### src/design/ils_pkg.sv
`timescale 1ns / 1ps

package ils_pkg;

  localparam int KIND_W = 3;
  localparam int POS_W  = 12;
  localparam int DATA_W = 32;

  localparam logic [KIND_W-1:0] KIND_READ   = 3'd0;
  localparam logic [KIND_W-1:0] KIND_HEAD   = 3'd1;
  localparam logic [KIND_W-1:0] KIND_TAIL   = 3'd2;
  localparam logic [KIND_W-1:0] KIND_BEFORE = 3'd3;
  localparam logic [KIND_W-1:0] KIND_DELETE = 3'd4;

  // read value reported for failed reads and for every non-read item
  localparam logic [DATA_W-1:0] RV_NONE = '1;

  typedef struct packed {
    logic [DATA_W-1:0] read_value;
    logic              read_ok;
    logic              applied;
    logic              full_drop;
  } ils_res_t;

endpackage

### src/design/ils_ctrl.sv
`timescale 1ns / 1ps

module ils_ctrl #(
  parameter int CAPACITY = 1024,
  localparam int AW      = $clog2(CAPACITY),
  localparam int CW      = $clog2(CAPACITY + 1)
) (
  input  logic                          clk_i,
  input  logic                          rst_ni,
  input  logic                          in_valid_i,
  output logic                          in_stall_o,
  input  logic [ils_pkg::KIND_W-1:0]    kind_i,
  input  logic [ils_pkg::POS_W-1:0]     position_i,
  input  logic [ils_pkg::DATA_W-1:0]    item_value_i,
  output logic                          mem_we_o,
  output logic [AW-1:0]                 mem_waddr_o,
  output logic [ils_pkg::DATA_W-1:0]    mem_wdata_o,
  output logic [AW-1:0]                 mem_raddr_o,
  input  logic [ils_pkg::DATA_W-1:0]    mem_rdata_i,
  output logic                          res_valid_o,
  input  logic                          res_ready_i,
  output ils_pkg::ils_res_t             res_o,
  output logic [CW-1:0]                 count_o
);

  localparam int CMP_W = (CW > ils_pkg::POS_W) ? CW : ils_pkg::POS_W;

  typedef enum logic [2:0] {
    ST_IDLE,
    ST_DECIDE,
    ST_SHIFT,
    ST_INS_WR,
    ST_RDATA,
    ST_DONE
  } state_e;

  state_e                         state_q;
  logic [CW-1:0]                  count_q;
  logic [ils_pkg::KIND_W-1:0]     kind_q;
  logic [ils_pkg::POS_W-1:0]      pos_q;
  logic [ils_pkg::DATA_W-1:0]     val_q;
  logic [AW-1:0]                  ptr_q;
  logic [AW-1:0]                  at_q;
  logic                           ins_q;
  ils_pkg::ils_res_t              res_q;

  logic             pos_neg;
  logic [CMP_W-1:0] pos_c;
  logic [CMP_W-1:0] cnt_c;
  logic [CMP_W-1:0] at_c;
  logic [AW-1:0]    pos_a;
  logic [AW-1:0]    cnt_m1;
  logic             rd_ok;
  logic             is_full;
  logic             ins_go;
  logic             ins_direct;
  logic             del_last;

  // decode the held item against the current length
  always_comb begin
    pos_neg = pos_q[ils_pkg::POS_W-1];
    pos_c   = CMP_W'(pos_q[ils_pkg::POS_W-2:0]);
    cnt_c   = CMP_W'(count_q);
    pos_a   = pos_c[AW-1:0];
    cnt_m1  = AW'(count_q - CW'(1));
    rd_ok   = !pos_neg && (pos_c < cnt_c);
    is_full = (count_q == CW'(CAPACITY));
    del_last = ((pos_c + CMP_W'(1)) == cnt_c);
    ins_go  = 1'b0;
    at_c    = '0;
    unique case (kind_q)
      ils_pkg::KIND_HEAD: begin
        ins_go = 1'b1;
      end
      ils_pkg::KIND_TAIL: begin
        ins_go = 1'b1;
        at_c   = cnt_c;
      end
      ils_pkg::KIND_BEFORE: begin
        if (pos_neg || pos_c == '0) begin
          ins_go = 1'b1;
        end else if (pos_c <= cnt_c) begin
          ins_go = 1'b1;
          at_c   = pos_c;
        end
      end
      default: begin
        ins_go = 1'b0;
      end
    endcase
    ins_direct = ins_go && !is_full && (at_c == cnt_c);
  end

  // memory port control
  always_comb begin
    mem_we_o    = 1'b0;
    mem_waddr_o = ptr_q;
    mem_wdata_o = mem_rdata_i;
    mem_raddr_o = ptr_q;
    unique case (state_q)
      ST_DECIDE: begin
        if (kind_q == ils_pkg::KIND_READ) begin
          mem_raddr_o = pos_a;
        end else if (kind_q == ils_pkg::KIND_DELETE) begin
          mem_raddr_o = pos_a + AW'(1);
        end else begin
          mem_raddr_o = cnt_m1;
        end
        if (ins_direct) begin
          mem_we_o    = 1'b1;
          mem_waddr_o = at_c[AW-1:0];
          mem_wdata_o = val_q;
        end
      end
      ST_SHIFT: begin
        // move the entry read last cycle one slot up (insert) or down (delete)
        mem_we_o    = 1'b1;
        mem_waddr_o = ins_q ? ptr_q + AW'(1) : ptr_q - AW'(1);
        mem_raddr_o = ins_q ? ptr_q - AW'(1) : ptr_q + AW'(1);
      end
      ST_INS_WR: begin
        mem_we_o    = 1'b1;
        mem_waddr_o = at_q;
        mem_wdata_o = val_q;
      end
      default: begin
        mem_we_o = 1'b0;
      end
    endcase
  end

  always_ff @(posedge clk_i or negedge rst_ni) begin
    if (!rst_ni) begin
      state_q <= ST_IDLE;
      count_q <= '0;
      kind_q  <= '0;
      pos_q   <= '0;
      val_q   <= '0;
      ptr_q   <= '0;
      at_q    <= '0;
      ins_q   <= 1'b0;
      res_q   <= '0;
    end else begin
      unique case (state_q)
        ST_IDLE: begin
          if (in_valid_i) begin
            kind_q  <= kind_i;
            pos_q   <= position_i;
            val_q   <= item_value_i;
            state_q <= ST_DECIDE;
          end
        end
        ST_DECIDE: begin
          res_q.read_value <= ils_pkg::RV_NONE;
          res_q.read_ok    <= 1'b0;
          res_q.applied    <= 1'b0;
          res_q.full_drop  <= 1'b0;
          state_q          <= ST_DONE;
          if (kind_q == ils_pkg::KIND_READ) begin
            if (rd_ok) begin
              state_q <= ST_RDATA;
            end
          end else if (kind_q == ils_pkg::KIND_DELETE) begin
            if (rd_ok) begin
              res_q.applied <= 1'b1;
              if (del_last) begin
                count_q <= count_q - CW'(1);
              end else begin
                ptr_q   <= pos_a + AW'(1);
                ins_q   <= 1'b0;
                state_q <= ST_SHIFT;
              end
            end
          end else if (ins_go) begin
            if (is_full) begin
              res_q.full_drop <= 1'b1;
            end else begin
              res_q.applied <= 1'b1;
              at_q          <= at_c[AW-1:0];
              if (ins_direct) begin
                count_q <= count_q + CW'(1);
              end else begin
                ptr_q   <= cnt_m1;
                ins_q   <= 1'b1;
                state_q <= ST_SHIFT;
              end
            end
          end
        end
        ST_SHIFT: begin
          if (ins_q) begin
            if (ptr_q == at_q) begin
              state_q <= ST_INS_WR;
            end else begin
              ptr_q <= ptr_q - AW'(1);
            end
          end else begin
            if (ptr_q == cnt_m1) begin
              count_q <= count_q - CW'(1);
              state_q <= ST_DONE;
            end else begin
              ptr_q <= ptr_q + AW'(1);
            end
          end
        end
        ST_INS_WR: begin
          count_q <= count_q + CW'(1);
          state_q <= ST_DONE;
        end
        ST_RDATA: begin
          res_q.read_value <= mem_rdata_i;
          res_q.read_ok    <= 1'b1;
          state_q          <= ST_DONE;
        end
        ST_DONE: begin
          if (res_ready_i) begin
            state_q <= ST_IDLE;
          end
        end
        default: begin
          state_q <= ST_IDLE;
        end
      endcase
    end
  end

  assign in_stall_o  = (state_q != ST_IDLE);
  assign res_valid_o = (state_q == ST_DONE);
  assign res_o       = res_q;
  assign count_o     = count_q;

  a_count_bound: assert property (@(posedge clk_i) disable iff (!rst_ni)
    count_q <= CW'(CAPACITY))
    else $error("length exceeds capacity");

  a_flags_excl: assert property (@(posedge clk_i) disable iff (!rst_ni)
    res_valid_o |-> !(res_q.applied && res_q.full_drop) &&
                    !(res_q.read_ok && (res_q.applied || res_q.full_drop)))
    else $error("conflicting result flags");

  a_idle_count: assert property (@(posedge clk_i) disable iff (!rst_ni)
    (state_q == ST_IDLE) |=> $stable(count_q))
    else $error("length changed while idle");

  a_shift_exit: assert property (@(posedge clk_i) disable iff (!rst_ni)
    (state_q == ST_SHIFT) |=>
      (state_q == ST_SHIFT) || (state_q == ST_INS_WR) || (state_q == ST_DONE))
    else $error("bad exit from shift");

endmodule

### config.mk
export PLATFORM = sky130hd
export DESIGN_NAME = ils_ctrl
export DESIGN_NICKNAME = d
export VERILOG_FILES = /design/src/design/ils_pkg.sv /design/src/design/ils_ctrl.sv
export SDC_FILE = /design/constraint.sdc
export NUM_CORES = 1
export LEC_CHECK = 0
export BUFFER_PORTS_ARGS = -buffer_cell sky130_fd_sc_hd__buf_4
export CAP_MARGIN = 20
export CORE_MARGIN = 4
export CORE_UTILIZATION = 40
export CTS_CLUSTER_SIZE = 12
export DETAILED_ROUTE_END_ITERATION = 6
export PLACE_DENSITY = 0.71
export RECOVER_POWER = 100
export SYNTH_ARGS = -nofsm -noshare
export SYNTH_HDL_FRONTEND = slang
export SYNTH_SLANG_ARGS = --single-unit
### constraint.sdc
create_clock -name clk_i -period 4.8 [get_ports clk_i]
set_clock_uncertainty 0.15 [all_clocks]
set_input_delay 0.96 -clock clk_i [delete_from_list [all_inputs] [get_ports clk_i]]
set_output_delay 0.96 -clock clk_i [all_outputs]
set_load 0.05 [all_outputs]
==> flow_summary.yaml <==
die:
  fp.dieArea_mm2: 0.02357
  start_util_pct: 41.19
  dieHeight_um: 153.5
  row_count: 52
  die-width_um: 153.5
  ios: 184
  core_area_mm2: 0.02056
critical_path:
  r2r_setup_slack_ps: 820
  cp-startpoint: "pos_q[1]$_DFFE_PN0P_"
  critPathMaxFanout: 8
  arrival_ps: 3670
  required_ps: 3690
  crit_type: "reg2out"
  startpoint_type: "flop"
  end_kind: "output pin"
  r2r-start: "count_o[3]$_DFFE_PN0P_"
layout:
  layout_commonest_cell: "buf_4"
  num_antenna_cells: 0
  synthToLayoutAreaGrowth_pct: 31.66
  fin_util_pct: 54.24
  finalNetCount: 1213
  drive_above_1_share_pct: 33.57
  layout_common_cells: "buf_4, dfrtp_1, nand2_1"
global_routing:
  grt_start_max_net_pins: 56
  grt_pass1_wl_mm: 47.53
  gr-total-overflow: 0
  grt_usage_pct: 25.21
  antenna_found_initial: 0
  grt_pass1_vias: 8419
routing:
  num_vias: 8442
  routedWlPerCell_um: 22.13
  routed_wl_mm: 30.89
  via_per_inst: 6.047
  dr.pass1.iters: 6
  drtIter0Drc: 806
  ant_nets: 0
  drc_errors: 0
pwr:
  p_per_area_mw_per_mm2: 842.3
  leakage_uw: 0.004456
  ir_drop_v: 0.0003029
timing:
  fin_crit_ps: 4777
  hold_slack_ps: 334.3
  drv_slew: 135
  setup-violations-final: 0
  period_share_pct: 99.52
  tns_ps: 0
  tightest_slew_ps: 3249
  timing.final.ws_setup_ps: 23.25
  fmax_mhz: 209.3
  slew_headroom_pct: -116.6
  hold_viol_final: 0
placed_design:
  dp_slack_ps: 259.0
  place_congestion: 0.9810
  dp.final_hpwl_mm: 22.14
  portBuffers: 183
synth:
  syn-num-nets: 1025
  ys.flop_type: "dfrtp_1"
  syn_inst: 925
  yosysWarnings: 0
  ys_seq_elements: 117
  synth_cell_types: 80
  async_reset_ff_share_pct: 100.0
  synth_seq_area_share_pct: 34.57
  netlist_area_mm2: 0.008469
  avgSynthCellArea_um2: 9.156
  synth-edff-count: 0
clock_tree:
  cts_tree: "built"
  cts-htree-levels: 4
  path_clk_slew_ps: 60
  clockBufferDepth: 2
  clock_latency_ps: 420
  cts-root-buf: "clkbuf_16"
  cts_buffers: 17
  cts_num_sinks: 117
run:
  cap_violations: 3
hold_path:
  hold_path_startpoint: "res_o[25]$_DFFE_PN0P_"
  hold_path.class: "reg2reg"
outcome:
  violations: "max-capacitance violations, max-slew violations"
  status: "finished with violations"
## metal layers
metal	track usage, %	vias up	share of wire, %
met1	32.65	4074	40
met4	9.546	0	3.4
met2	40.67	509	47
met5	0	-	0
li1	-	3782	-
met3	6.521	77	9.6
## power by group
part	internal [uW]	switching (uW)	total [uW]
clock network	780	526	1310
logic	2290	3920	6210
registers	1410	466	1880
## metrics by stage
stage | instances | cell area (um2) | total power (uW)
after global routing | 1396 | 11150 | 9861
after global placement | 1348 | 10300 | 7644
after CTS | 1386 | 11000 | 9124
after detailed placement | 1348 | 10300 | 7700
after floorplan | 925 | 8533 | 5973
final | 1396 | 11150 | 9392
## path summary, 6_finish.rpt
check | end | cells past startpoint
min | res_o[25]$_DFFE_PN0P_ | 1
max in group asynchronous | count_o[1]$_DFFE_PN0P_ | 2
max | mem_wdata_o[0] | 14
max reg2reg | count_o[6]$_DFFE_PN0P_ | 10
min in group asynchronous | ptr_q[1]$_DFFE_PN0P_ | 1
min reg2reg | res_o[25]$_DFFE_PN0P_ | 1
## state kept, by name, indices dropped and copies added, names as in the netlist
signal	flops
val_q	32
state_q	3
at_q	10
kind_q	3
ptr_q	10
res_o	35
ins_q	1
count_o	11
pos_q	12
## what timing repair did
item / CTS / global route
gates cloned: 2 / 0
hold buffers: 0 / 0
endpoints found under the setup margin: 43 / 43
pin swaps: 4 / 19
buffers inserted: 4 / 10
gates resized for setup: 12 / 65
## synth_stat cells (all sizes together) (6+ instances only)
cell type	instances	area share, %
a22oi	8	0.71
ha	17	2.5
o21ai	49	2.9
buf	21	1.4
a31oi	13	1.0
nor2	54	2.6
nor3	22	1.4
mux2	78	11
nand2	80	3.5
xor2	11	1.1
a2bb2oi	10	1.0
nand3	19	1.1
and2	6	0.44
o22a	34	3.5
nand4	12	0.89
dfrtp	117	35
xnor2	58	6.1
a32oi	9	0.93
nand2b	7	0.52
o211ai	8	0.87
a21oi	61	3.7
clkbuf	57	2.5
inv	28	1.2
nor4	13	0.96
nor2b	8	0.59
mux2i	22	2.6
a211oi	17	1.5
a211o	8	0.83
or2	7	0.52
## layout make-up
| cell class | count | area [um2] |
|---|---|---|
| tap | 270 | 337.8 |
| multi-input combinational | 702 | 5410 |
| sequential | 117 | 2935 |
| clock buffer | 18 | 429.2 |
| inverter | 28 | 105.1 |
| fill | 1930 | 9409 |
| clock inverter | 14 | 166.4 |
| timing repair buffer | 247 | 1767 |
## worst max-delay path, cell delays in order (launching register included)
cell      delay [ps]
dfrtp_1          460
inv_1            110
ha_1             140
nor4b_4          240
nand3_1          150
and2_1           250
o311ai_2         380
a31o_1           190
a211o_4          150
nor3_4            50
o211ai_1         230
buf_4            190
buf_6            160
mux2_2           350
buf_4            190
## cell families after synthesis
kind of cell | Yosys count | share of synthesized area [%]
muxes | 100 | 13.10
xor gates and xnor gates | 71 | 7.756
adders and majority gates | 17 | 2.511
AOI/OAI and AO/OA | 263 | 22.09
buffers and inverters | 106 | 5.141
DFF | 117 | 34.57
and+or+nand+nor | 251 | 14.83
(Power assumes the default switching activity.)
