### config.mk
export PLATFORM = sky130hd
export DESIGN_NAME = ils_out
export DESIGN_NICKNAME = d
export VERILOG_FILES = /design/src/design/ils_pkg.sv /design/src/design/ils_out.sv
export SDC_FILE = /design/constraint.sdc
export NUM_CORES = 1
export LEC_CHECK = 0
export CORE_MARGIN = 2
export CORE_UTILIZATION = 59
export DETAILED_ROUTE_END_ITERATION = 10
export DONT_BUFFER_PORTS = 1
export HOLD_SLACK_MARGIN = 0.06
export PLACE_DENSITY = 0.73
export SLEW_MARGIN = 15
export SYNTH_ARGS = -nofsm -noshare
export SYNTH_HDL_FRONTEND = slang
export SYNTH_SLANG_ARGS = --single-unit
### constraint.sdc
create_clock -name clk_i -period 2.27 [get_ports clk_i]
set_input_delay 0.1135 -clock clk_i [delete_from_list [all_inputs] [get_ports clk_i]]
set_output_delay 0.1135 -clock clk_i [all_outputs]
set_load 0.01 [all_outputs]
### src/design/ils_pkg.sv
`timescale 1ns / 1ps

package ils_pkg;

  localparam int KIND_W = 3;
  localparam int POS_W  = 12;
  localparam int DATA_W = 32;

  localparam logic [KIND_W-1:0] KIND_READ   = 3'd0;
  localparam logic [KIND_W-1:0] KIND_HEAD   = 3'd1;
  localparam logic [KIND_W-1:0] KIND_TAIL   = 3'd2;
  localparam logic [KIND_W-1:0] KIND_BEFORE = 3'd3;
  localparam logic [KIND_W-1:0] KIND_DELETE = 3'd4;

  // read value reported for failed reads and for every non-read item
  localparam logic [DATA_W-1:0] RV_NONE = '1;

  typedef struct packed {
    logic [DATA_W-1:0] read_value;
    logic              read_ok;
    logic              applied;
    logic              full_drop;
  } ils_res_t;

endpackage

### src/design/ils_out.sv
`timescale 1ns / 1ps

module ils_out #(
  parameter int CW = 11
) (
  input  logic                       clk_i,
  input  logic                       rst_ni,
  input  logic                       res_valid_i,
  output logic                       res_ready_o,
  input  ils_pkg::ils_res_t          res_i,
  input  logic [CW-1:0]              count_i,
  output logic                       out_valid_o,
  input  logic                       out_stall_i,
  output logic [ils_pkg::DATA_W-1:0] read_value_o,
  output logic                       read_ok_o,
  output logic                       applied_o,
  output logic                       full_drop_o,
  output logic [CW-1:0]              count_now_o
);

  logic              valid_q;
  ils_pkg::ils_res_t res_q;
  logic [CW-1:0]     count_q;

  assign res_ready_o = !valid_q || !out_stall_i;

  always_ff @(posedge clk_i or negedge rst_ni) begin
    if (!rst_ni) begin
      valid_q <= 1'b0;
    end else if (res_ready_o) begin
      valid_q <= res_valid_i;
    end
  end

  // hold the item while the receiver stalls
  always_ff @(posedge clk_i) begin
    if (res_ready_o && res_valid_i) begin
      res_q   <= res_i;
      count_q <= count_i;
    end
  end

  assign out_valid_o  = valid_q;
  assign read_value_o = res_q.read_value;
  assign read_ok_o    = res_q.read_ok;
  assign applied_o    = res_q.applied;
  assign full_drop_o  = res_q.full_drop;
  assign count_now_o  = count_q;

endmodule

==> impl_metrics.sql, run 1 <==
INSERT INTO impl_metrics (metric_group, metric, value, unit) VALUES
('cts', 'cts_hold_repair.buffers', '50', ''),
('routing', 'postRouteAntennaNets', '0', ''),
('sta', 'finalSetupViolCount', '0', ''),
('synthesis', 'yosys_warnings', '0', ''),
('routing', 'met3_length', '354', 'um'),
('synthesis', 'synth_area_leader_cell', 'sky130_fd_sc_hd__edfxtp_1', ''),
('setup_path', 'critPathMaxStageDelay', '0.51', 'ns'),
('sta', 'period_minus_slack', '1.57', 'ns'),
('pwr', 'power.leakage', '0.708', 'nW'),
('placement', 'dp.cells', '79', ''),
('global_route', 'grt-ovfl-total', '0', ''),
('synthesis', 'yosysSeqAreaShare', '98.4', '%'),
('setup_path', 'timing.critical_path.fanout_max', '46', ''),
('run_status', 'status', 'finished clean', ''),
('routing', 'post-route-drc-count', '0', ''),
('cts', 'clockBufferDepth', '2', ''),
('die', 'floorplan.core_area', '2250', 'um^2'),
('global_route', 'grt_util_all_layers', '29.7', '%'),
('die', 'ios', '98', ''),
('sta', 'final.setup.tns', '0', 'ns'),
('synthesis', 'synthDominantCellAreaShare', '96.7', '%'),
('cells_and_area', 'synthesis_to_layout_area_growth', '42.0', '%'),
('cts', 'worstSkewPairLatency', '0.35', 'ns'),
('synthesis', 'number_of_nets_in_the_synthesized_netlist', '100', ''),
('cts', 'ctsResizeCount', '0', ''),
('cells_and_area', 'postLayoutCellArea', '2030', 'um^2'),
('sta', 'timing_worst_slew_pin_value', '0.546', 'ns'),
('pwr', 'power.total', '1.52', 'mW'),
('synthesis', 'postSynthAreaPerCell', '28.6', 'um^2'),
('routing', 'total_routed_wirelength', '3.84', 'mm'),
('cells_and_area', 'finalNonFillerCells', '137', ''),
('global_route', 'number_of_antenna_violations_at_the_first_check_in_global_routing', '0', ''),
('sta', 'timing_hold_violations_final', '0', ''),
('cts', 'cts_max_level', '2', ''),
('pwr', 'vdd_drop_max', '0.693', 'mV'),
('setup_path', 'critical_path.slowest_cell', 'sky130_fd_sc_hd__dfrtp_1', ''),
('routing', 'detailedRoute.firstIterationViolations', '22', ''),
('setup_path', 'path_buf_inv', '1', ''),
('sta', 'finalWorstSetupSlack', '0.701', 'ns'),
('job', 'max_cap_viols', '0', ''),
('synthesis', 'post_synth_inst_count', '50', ''),
('sta', 'max_transition_viols_final', '0', ''),
('routing', 'highest-signal-layer', 'met4', ''),
('sta', 'clock-skew-final', '0.0104', 'ns'),
('routing', 'routedWlPerCell', '28.0', 'um'),
('routing', 'drt-pass1-iter-count', '4', ''),
('sta', 'grt_setup_unrepaired', 'false', ''),
('routing', 'vias', '782', ''),
('cells_and_area', 'layout-drive-gt1-share', '7.34', '%'),
('synthesis', 'synth.distinct_cells', '5', ''),
('cts', 'tritoncts.num_buffers', '5', ''),
('setup_path', 'worstSetupEndpointType', 'register', ''),
('sta', 'hold-worst-slack', '0.310', 'ns'),
('setup_path', 'cp_cell_sequence', 'a21boi_4, buf_4', ''),
('routing', 'met2_wire_len', '2.18', 'mm'),
('cts', 'cts.clk_slew.worst_paths', '0.11', 'ns'),
('global_route', 'pin_count_of_the_biggest_net_entering_global_routing', '47', ''),
('synthesis', 'synth_area_leaders', 'sky130_fd_sc_hd__edfxtp_1, sky130_fd_sc_hd__dfrtp_1, sky130_fd_sc_hd__a21boi_2', ''),
('worst_hold_path', 'timing.hold.worst.class', 'primary input to primary output', ''),
('sta', 'final.period_utilization', '69.1', '%'),
('pwr', 'power.density', '751', 'nW/um^2'),
('global_route', 'grt_pass1_wl', '5.00', 'mm'),
('synthesis', 'synth_area', '1430', 'um^2'),
('cts', 'clock-sinks', '47', ''),
('placement', 'io_buffer_count', '0', ''),
('die', 'die_h', '53.2', 'um'),
('cells_and_area', 'seqCellArea', '1410', 'um^2'),
('setup_path', 'type_of_origin_of_the_critical_path', 'register', ''),
('setup_path', 'timing.setup.critical_path_class', 'register to register', ''),
('cells_and_area', 'multi_input_comb_area', '30.0', 'um^2'),
('placement', 'routabilityCongestion', '0.717', '');
## Yosys cell counts
master                      n
sky130_fd_sc_hd__dfrtp_1    1
sky130_fd_sc_hd__a21boi_2   1
sky130_fd_sc_hd__edfxtp_1  46
sky130_fd_sc_hd__a21o_1     1
sky130_fd_sc_hd__nand2_1    1
## path summary, 6_finish.rpt
check / startpoint / end / slack (ns) / depth (start not counted)
worst max register to register: out_valid_o / count_now_o[0] / 0.70 / 2
max in group asynchronous: rst_ni / out_valid_o / 1.62 / 2
worst max-delay path: out_valid_o / count_now_o[0] / 0.70 / 2
worst min-delay path: out_stall_i / res_ready_o / 0.31 / 1
min in group asynchronous: rst_ni / out_valid_o / 0.54 / 2
worst min register to register: out_valid_o / read_value_o[15] / 1.15 / 2
## placed cells by master, fill, tap and decap left out, drive strengths merged
cell type    instances
dlygate4sd3         50
edfxtp              46
clkbuf               7
nand2                1
a21o                 1
a21boi               1
clkinv               1
dfrtp                1
buf                  1
## layout make-up
| class | instances | area share, % |
|---|---|---|
| clock inverters | 1 | 0.247 |
| flip-flops and latches | 47 | 69.3 |
| clock buffers | 7 | 2.22 |
| well taps | 28 | 1.73 |
| repair buffers | 51 | 25.0 |
| multi-input cells | 3 | 1.48 |
## where the power goes
| part | switching [mW] | leakage [nW] | internal, mW |
|---|---|---|---|
| Sequential | 0.0468 | 0.449 | 1.01 |
| Clock | 0.242 | 0.0293 | 0.121 |
| Combinational | 0.0407 | 0.230 | 0.0623 |
| Total | 0.329 | 0.708 | 1.20 |
## layer usage
layer	up-vias	GRT usage, %
li1	314	-
met1	372	30.0
met2	84	52.9
met3	12	13.3
met4	0	11.1
met5	-	0
## sequential cells by signal, indices dropped and copies added, names as in the netlist
signal        cells
read_value_o     32
full_drop_o       1
read_ok_o         1
count_now_o      11
out_valid_o       1
applied_o         1
## cell families (layout without fill, tap and decap cells)
kind of cell           count (synthesis)  after routing  synth area share (%)
and+or+nand+nor                        1              1                 0.262
DFF                                   47             47                  98.4
buffers and inverters                  0             59                     0
AOI/OAI and AO/OA                      2              2                  1.31
No activity file was read; power rests on OpenSTA's default activity.
==> run 2, diff against run 1 <==
--- a/config.mk
+++ b/config.mk
@@ -6,11 +6,11 @@
 export NUM_CORES = 1
 export LEC_CHECK = 0
 export CORE_MARGIN = 2
-export CORE_UTILIZATION = 59
+export CORE_UTILIZATION = 53
 export DETAILED_ROUTE_END_ITERATION = 10
 export DONT_BUFFER_PORTS = 1
 export HOLD_SLACK_MARGIN = 0.06
-export PLACE_DENSITY = 0.73
+export PLACE_DENSITY = 0.69
 export SLEW_MARGIN = 15
 export SYNTH_ARGS = -nofsm -noshare
 export SYNTH_HDL_FRONTEND = slang
==> constraint.sdc (replaced) <==
create_clock -name clk_i -period 1.3 [get_ports clk_i]
set_input_delay 0.065 -clock clk_i [delete_from_list [all_inputs] [get_ports clk_i]]
set_output_delay 0.065 -clock clk_i [all_outputs]
set_load 0.01 [all_outputs]
==> impl_metrics.sql, run 2 (synthesis results as in run 1) <==
INSERT INTO impl_metrics (metric_group, metric, value, unit) VALUES
('global_route', 'number_of_antenna_violations_at_the_first_check_in_global_routing', '0', ''),
('routing', 'routedWlPerCell', '22.8', 'um'),
('sta', 'timing_hold_violations_final', '0', ''),
('sta', 'max_transition_viols_final', '0', ''),
('cells_and_area', 'layout-drive-gt1-share', '9.09', '%'),
('routing', 'post-route-drc-count', '0', ''),
('cells_and_area', 'synthesis_to_layout_area_growth', '44.6', '%'),
('run_status', 'status', 'finished clean', ''),
('setup_path', 'worstSetupEndpointType', 'register', ''),
('global_route', 'grt_util_all_layers', '21.9', '%'),
('cells_and_area', 'antennaDiodeCount', '0', ''),
('placement', 'detailed_place.area', '1520', 'um^2'),
('die', 'die_w', '55.9', 'um'),
('setup_path', 'rr_startpoint', 'out_valid_o', ''),
('cells_and_area', 'postLayoutCellArea', '2070', 'um^2'),
('cts', 'tritoncts_clock_tree', 'done', ''),
('sta', 'max_freq', '0.835', 'GHz'),
('die', 'initial_core_util', '56.6', '%'),
('cells_and_area', 'fin_nets', '159', ''),
('cts', 'cts.clk_slew.worst_paths', '0.12', 'ns'),
('cts', 'cts_setup_buffers', '0', ''),
('pwr', 'internal_power', '2.10', 'mW'),
('sta', 'timing_worst_slew_pin_value', '0.198', 'ns'),
('setup_path', 'reg2regPathDepth', '2', ''),
('die', 'floorplan.core_area', '2520', 'um^2'),
('global_route', 'grt_pass1_wl', '4.71', 'mm'),
('setup_path', 'crit_required', '1.37', 'ns'),
('routing', 'drt-vias-per-instance', '5.33', ''),
('pwr', 'p_comb_share', '7.1', '%'),
('pwr', 'vdd_drop_max', '1.43', 'mV'),
('setup_path', 'ff2ff_setup_slack', '0.10', 'ns'),
('placement', 'io_buffer_count', '0', ''),
('pwr', 'clockPowerShare', '23.5', '%'),
('setup_path', 'type_of_origin_of_the_critical_path', 'register', ''),
('sta', 'finalSetupViolCount', '0', ''),
('job', 'max_cap_viols', '0', ''),
('sta', 'final.period_utilization', '92.1', '%'),
('pwr', 'power.leakage', '0.721', 'nW'),
('routing', 'vias', '746', ''),
('routing', 'drt-pass1-iter-count', '4', ''),
('cells_and_area', 'mostFrequentLayoutCells', 'sky130_fd_sc_hd__dlygate4sd3_1, sky130_fd_sc_hd__edfxtp_1, sky130_fd_sc_hd__clkbuf_4, sky130_fd_sc_hd__clkbuf_1, sky130_fd_sc_hd__buf_12', ''),
('die', 'ios', '98', ''),
('cells_and_area', 'seqCellArea', '1410', 'um^2'),
('sta', 'clock-skew-final', '0.00490', 'ns'),
('placement', 'hpwl', '1.95', 'mm'),
('placement', 'preCtsSetupSlack', '0.129', 'ns'),
('sta', 'finalWorstSetupSlack', '0.102', 'ns'),
('die', 'die_h', '55.9', 'um'),
('sta', 'period_minus_slack', '1.20', 'ns'),
('die', 'floorplan.die_area', '3130', 'um^2'),
('cts', 'tritoncts.num_buffers', '5', ''),
('sta', 'grt_setup_unrepaired', 'false', ''),
('cells_and_area', 'multi_input_comb_area', '30.0', 'um^2'),
('cts', 'clock-sinks', '47', ''),
('global_route', 'grt-ovfl-total', '0', ''),
('pwr', 'power.density', '1290', 'nW/um^2'),
('setup_path', 'setup.worst_path.end', 'read_value_o[0]', ''),
('setup_path', 'timing.critical_path.fanout_max', '24', ''),
('routing', 'total_routed_wirelength', '3.19', 'mm'),
('routing', 'postRouteAntennaNets', '0', ''),
('cts', 'clockBufferDepth', '2', ''),
('routing', 'detailedRoute.firstIterationViolations', '25', ''),
('cells_and_area', 'mostFrequentLayoutCell', 'sky130_fd_sc_hd__dlygate4sd3_1', ''),
('cts', 'clock_tree_root_buffer_cell', 'sky130_fd_sc_hd__clkbuf_4', ''),
('sta', 'relSlewSlack', '86.8', '%'),
('cells_and_area', 'fillers', '126', ''),
('setup_path', 'rr_endpoint', 'read_value_o[0]', ''),
('cells_and_area', 'largest_register_ff_count', '32', ''),
('global_route', 'pin_count_of_the_biggest_net_entering_global_routing', '25', ''),
('setup_path', 'setup.worst_path.start', 'out_valid_o', ''),
('pwr', 'net-switching-power', '0.563', 'mW'),
('global_route', 'first_global_vias', '848', ''),
('cts', 'ctsResizeCount', '0', ''),
('cts', 'cts_max_level', '2', ''),
('die', 'floorplan.rows', '18', ''),
('pwr', 'netSwitchingFraction', '21.1', '%'),
('setup_path', 'cp_data_arrival_time', '1.27', 'ns'),
('setup_path', 'timing.setup.critical_path_class', 'register to register', ''),
('placement', 'routabilityCongestion', '0.624', ''),
('pwr', 'power.share.sequential', '69.4', '%'),
('cts', 'worstSkewPairLatency', '0.35', 'ns'),
('worst_hold_path', 'timing.hold.worst.class', 'primary input to register', '');
[run 2: cell count changes in the layout (fill, tap and decap cells not counted), sizes merged]
cell  previous run  this run
buf              1         2
[run 2: critical path, stage by stage, from the launching register on]
cell and delay, ns:
sky130_fd_sc_hd__dfrtp_2 0.48, sky130_fd_sc_hd__a21boi_4 0.22, sky130_fd_sc_hd__buf_12 0.20
[run 2: stage by stage]
step	setup TNS, ns	util (%)	hold slack, ns	power (mW)	std cells
6_report	0	81.9	0.0970	2.66	140
5_1_grt	0	81.9	0.0781	2.77	140
4_1_cts	0	81.9	0.0897	2.65	140
3_5_place_dp	0	60.1	-0.231	1.94	82
3_3_place_gp	0	60.1	-0.231	1.93	82
2_1_floorplan	-18.05	-	-0.231	1.90	50
[run 2: area by class of cell]
| type | instances | area share [%] |
|---|---|---|
| timing repair buffer | 52 | 26.2 |
| clock buffer | 7 | 2.18 |
| multi-input combinational | 3 | 1.45 |
| tap | 30 | 1.82 |
| clock inverter | 1 | 0.242 |
| sequential | 47 | 68.1 |
[run 2: worst min-delay path by stage]
stage | from | endpoint | slack, ns | cells after the start
after floorplan | rst_ni | out_valid_o | -0.23 | 0
after global placement | rst_ni | out_valid_o | -0.23 | 0
after detailed placement | rst_ni | out_valid_o | -0.23 | 0
after CTS | out_stall_i | read_value_o[23] | 0.09 | 2
after global routing | out_stall_i | read_value_o[21] | 0.08 | 2
final | out_stall_i | count_now_o[9] | 0.1 | 2
[run 2: timing repair]
item                                    CTS  global route
endpoints found under the hold margin    48             0
hold buffers                             50             0
endpoints found under the setup margin    0             0
[run 2: per-layer routing]
metal  up-vias  wire length [um]  share of wire [%]  GRT usage (%)
met5         -                 0                  0              0
met4         0                75                2.4           10.9
met3        10               389                 12           11.4
met2        75              1610                 51           35.2
met1       345              1110                 35           23.9
li1        316                 -                  -              -
[run 2: power groups by stage]
stage	Clock, mW	Sequential, mW	Combinational (mW)
5_1_grt	0.712	1.85	0.201
3_3_place_gp	0	1.88	0.0562
2_1_floorplan	0	1.87	0.0333
3_5_place_dp	0	1.88	0.0614
6_report	0.627	1.85	0.188
4_1_cts	0.619	1.85	0.182
==> run 3, diff against run 2 <==
--- a/config.mk
+++ b/config.mk
@@ -6,11 +6,11 @@
 export NUM_CORES = 1
 export LEC_CHECK = 0
 export CORE_MARGIN = 2
-export CORE_UTILIZATION = 53
+export CORE_UTILIZATION = 50
 export DETAILED_ROUTE_END_ITERATION = 10
 export DONT_BUFFER_PORTS = 1
 export HOLD_SLACK_MARGIN = 0.06
-export PLACE_DENSITY = 0.69
+export PLACE_DENSITY = 0.66
 export SLEW_MARGIN = 15
 export SYNTH_ARGS = -nofsm -noshare
 export SYNTH_HDL_FRONTEND = slang
==> impl_metrics.sql, run 3 (synthesis results as in run 1) <==
INSERT INTO impl_metrics (metric_group, metric, value, unit) VALUES
('run_status', 'status', 'finished clean', ''),
('sta', 'timing_hold_violations_final', '0', ''),
('cells_and_area', 'fin_nets', '159', ''),
('cells_and_area', 'postLayoutCellArea', '2060', 'um^2'),
('setup_path', 'crit_required', '1.35', 'ns'),
('sta', 'clock-skew-final', '0.00974', 'ns'),
('cts', 'cts.clk_slew.worst_paths', '0.12', 'ns'),
('cts', 'cts_setup_buffers', '0', ''),
('routing', 'post-route-drc-count', '0', ''),
('setup_path', 'cp_cell_sequence', 'a21boi_4, buf_12', ''),
('cts', 'clock_tree_root_buffer_cell', 'sky130_fd_sc_hd__clkbuf_4', ''),
('global_route', 'pin_count_of_the_biggest_net_entering_global_routing', '24', ''),
('placement', 'detailed_place.area', '1520', 'um^2'),
('routing', 'detailedRoute.firstIterationViolations', '23', ''),
('cts', 'cts_hold_repair.buffers', '50', ''),
('pwr', 'power.total', '2.60', 'mW'),
('cells_and_area', 'largest_register_ff_count', '32', ''),
('placement', 'io_buffer_count', '0', ''),
('setup_path', 'worstSetupEndpointType', 'register', ''),
('routing', 'postRouteAntennaNets', '0', ''),
('global_route', 'grt_util_all_layers', '15.9', '%'),
('sta', 'grt_setup_unrepaired', 'false', ''),
('die', 'initial_core_util', '52.3', '%'),
('cts', 'worstSkewPairLatency', '0.34', 'ns'),
('pwr', 'power.leakage', '0.720', 'nW'),
('setup_path', 'ff2ff_setup_slack', '0.1', 'ns'),
('job', 'max_cap_viols', '0', ''),
('worst_hold_path', 'holdCritStartpoint', 'out_stall_i', ''),
('pwr', 'internal_power', '2.08', 'mW'),
('cts', 'clockBufferDepth', '2', ''),
('global_route', 'number_of_antenna_violations_at_the_first_check_in_global_routing', '0', ''),
('sta', 'finalWorstSetupSlack', '0.0994', 'ns'),
('die', 'floorplan.core_area', '2730', 'um^2'),
('routing', 'routedWlPerCell', '18.5', 'um'),
('cells_and_area', 'mostFrequentLayoutCells', 'sky130_fd_sc_hd__dlygate4sd3_1, sky130_fd_sc_hd__edfxtp_1, sky130_fd_sc_hd__clkbuf_4, sky130_fd_sc_hd__buf_12', ''),
('pwr', 'power.share.sequential', '70.7', '%'),
('worst_hold_path', 'timing.hold.worst.class', 'primary input to register', ''),
('cells_and_area', 'fin_util', '75.5', '%'),
('setup_path', 'timing.critical_path.fanout_max', '23', ''),
('routing', 'wl_met1', '827', 'um'),
('global_route', 'first_global_vias', '740', ''),
('cells_and_area', 'mostFrequentLayoutCell', 'sky130_fd_sc_hd__dlygate4sd3_1', ''),
('setup_path', 'reg2regPathDepth', '2', ''),
('setup_path', 'rr_endpoint', 'read_value_o[9]', ''),
('pwr', 'vdd_drop_max', '1.06', 'mV'),
('global_route', 'grt_pass1_wl', '3.60', 'mm'),
('placement', 'hpwl', '1.49', 'mm'),
('cts', 'ctsResizeCount', '0', ''),
('worst_hold_path', 'min_to', 'count_now_o[9]', ''),
('routing', 'met2_wire_len', '1.46', 'mm'),
('setup_path', 'critPathMaxStageDelay', '0.48', 'ns'),
('pwr', 'net-switching-power', '0.521', 'mW'),
('setup_path', 'path_buf_inv', '1', ''),
('die', 'die_w', '57.5', 'um'),
('sta', 'hold-worst-slack', '0.112', 'ns'),
('setup_path', 'critical_path.slowest_cell', 'sky130_fd_sc_hd__dfrtp_2', ''),
('placement', 'preCtsSetupSlack', '0.145', 'ns'),
('cts', 'tritoncts_clock_tree', 'done', ''),
('die', 'die_h', '57.5', 'um'),
('sta', 'period_minus_slack', '1.20', 'ns'),
('pwr', 'netSwitchingFraction', '20.0', '%'),
('cells_and_area', 'fillers', '145', ''),
('pwr', 'p_comb_share', '7.0', '%'),
('routing', 'drt-pass1-iter-count', '4', ''),
('sta', 'relSlewSlack', '87.2', '%'),
('routing', 'total_routed_wirelength', '2.59', 'mm'),
('setup_path', 'worst_path_dominant_cell_family', 'flip-flops', ''),
('cts', 'clock-sinks', '47', ''),
('die', 'floorplan.die_area', '3300', 'um^2'),
('setup_path', 'cp_data_arrival_time', '1.25', 'ns'),
('setup_path', 'rr_startpoint', 'out_valid_o', ''),
('global_route', 'grt-ovfl-total', '0', ''),
('pwr', 'power.density', '1260', 'nW/um^2'),
('sta', 'finalSetupViolCount', '0', ''),
('sta', 'max_transition_viols_final', '0', ''),
('cts', 'cts_max_level', '2', ''),
('placement', 'routabilityCongestion', '0.652', ''),
('sta', 'timing_worst_slew_pin_value', '0.192', 'ns'),
('die', 'floorplan.rows', '19', ''),
('worst_hold_path', 'hold_path_depth', '2', ''),
('sta', 'final.period_utilization', '92.4', '%'),
('pwr', 'clockPowerShare', '22.3', '%'),
('setup_path', 'timing.setup.critical_path_class', 'register to register', ''),
('routing', 'highest-signal-layer', 'met4', ''),
('routing', 'met3_length', '248', 'um'),
('cells_and_area', 'synthesis_to_layout_area_growth', '44.4', '%'),
('die', 'ios', '98', ''),
('sta', 'max_freq', '0.833', 'GHz'),
('routing', 'vias', '724', ''),
('routing', 'drt-vias-per-instance', '5.17', ''),
('cells_and_area', 'layout-drive-gt1-share', '9.17', '%'),
('cells_and_area', 'antennaDiodeCount', '0', ''),
('cts', 'tritoncts.num_buffers', '5', ''),
('setup_path', 'type_of_origin_of_the_critical_path', 'register', '');
-- run 3: cell types whose count changed in the layout (fill, tap and decap cells not counted) --
cell | previous run | this run
sky130_fd_sc_hd__clkbuf_1 | 2 | 0
sky130_fd_sc_hd__clkinv_1 | 0 | 1
-- run 3: worst reg2reg max path, cell delays in order (launching register included) --
cell and delay, ns:
sky130_fd_sc_hd__dfrtp_2 0.48, sky130_fd_sc_hd__a21boi_4 0.22, sky130_fd_sc_hd__buf_12 0.20
-- run 3: worst max path at each step --
stage                      startpoint  slack (ns)               end  depth (start not counted)
final                     out_valid_o         0.1   read_value_o[9]                          2
after global placement    out_valid_o        0.14  read_value_o[29]                          2
after detailed placement  out_valid_o        0.14   read_value_o[0]                          2
after CTS                 out_valid_o        0.11   read_value_o[0]                          2
after global routing      out_valid_o        0.08   read_value_o[6]                          2
after floorplan           out_valid_o       -0.39         applied_o                          1
-- run 3: layout make-up --
class                      instances  area (um^2)  share of cell area (%)
multi-input combinational          3         30.0                    1.46
tap                               31         38.8                    1.88
clock buffer                       5         37.5                    1.82
sequential                        47         1410                    68.2
timing repair buffer              52          541                    26.2
clock inverter                     2         8.76                   0.424
-- run 3: per-stage QoR --
| stage | TNS [ns] | instances |
|---|---|---|
| 6_report | 0 | 140 |
| 5_1_grt | 0 | 140 |
| 4_1_cts | 0 | 140 |
| 3_5_place_dp | 0 | 83 |
| 3_3_place_gp | 0 | 83 |
| 2_1_floorplan | -18.05 | 50 |
-- run 3: power by group through the flow --
stage	sequential (mW)	clock, mW	combinational [mW]
2_1_floorplan	1.87	0	0.0333
3_3_place_gp	1.87	0	0.0598
3_5_place_dp	1.88	0	0.0604
4_1_cts	1.84	0.606	0.181
5_1_grt	1.85	0.662	0.194
6_report	1.84	0.579	0.182
-- run 3: metal layers --
layer,GRT usage (%),up-vias
met4,7.31,0
met1,14.2,340
met2,29.2,57
met3,7.71,8
li1,-,319
met5,0,-
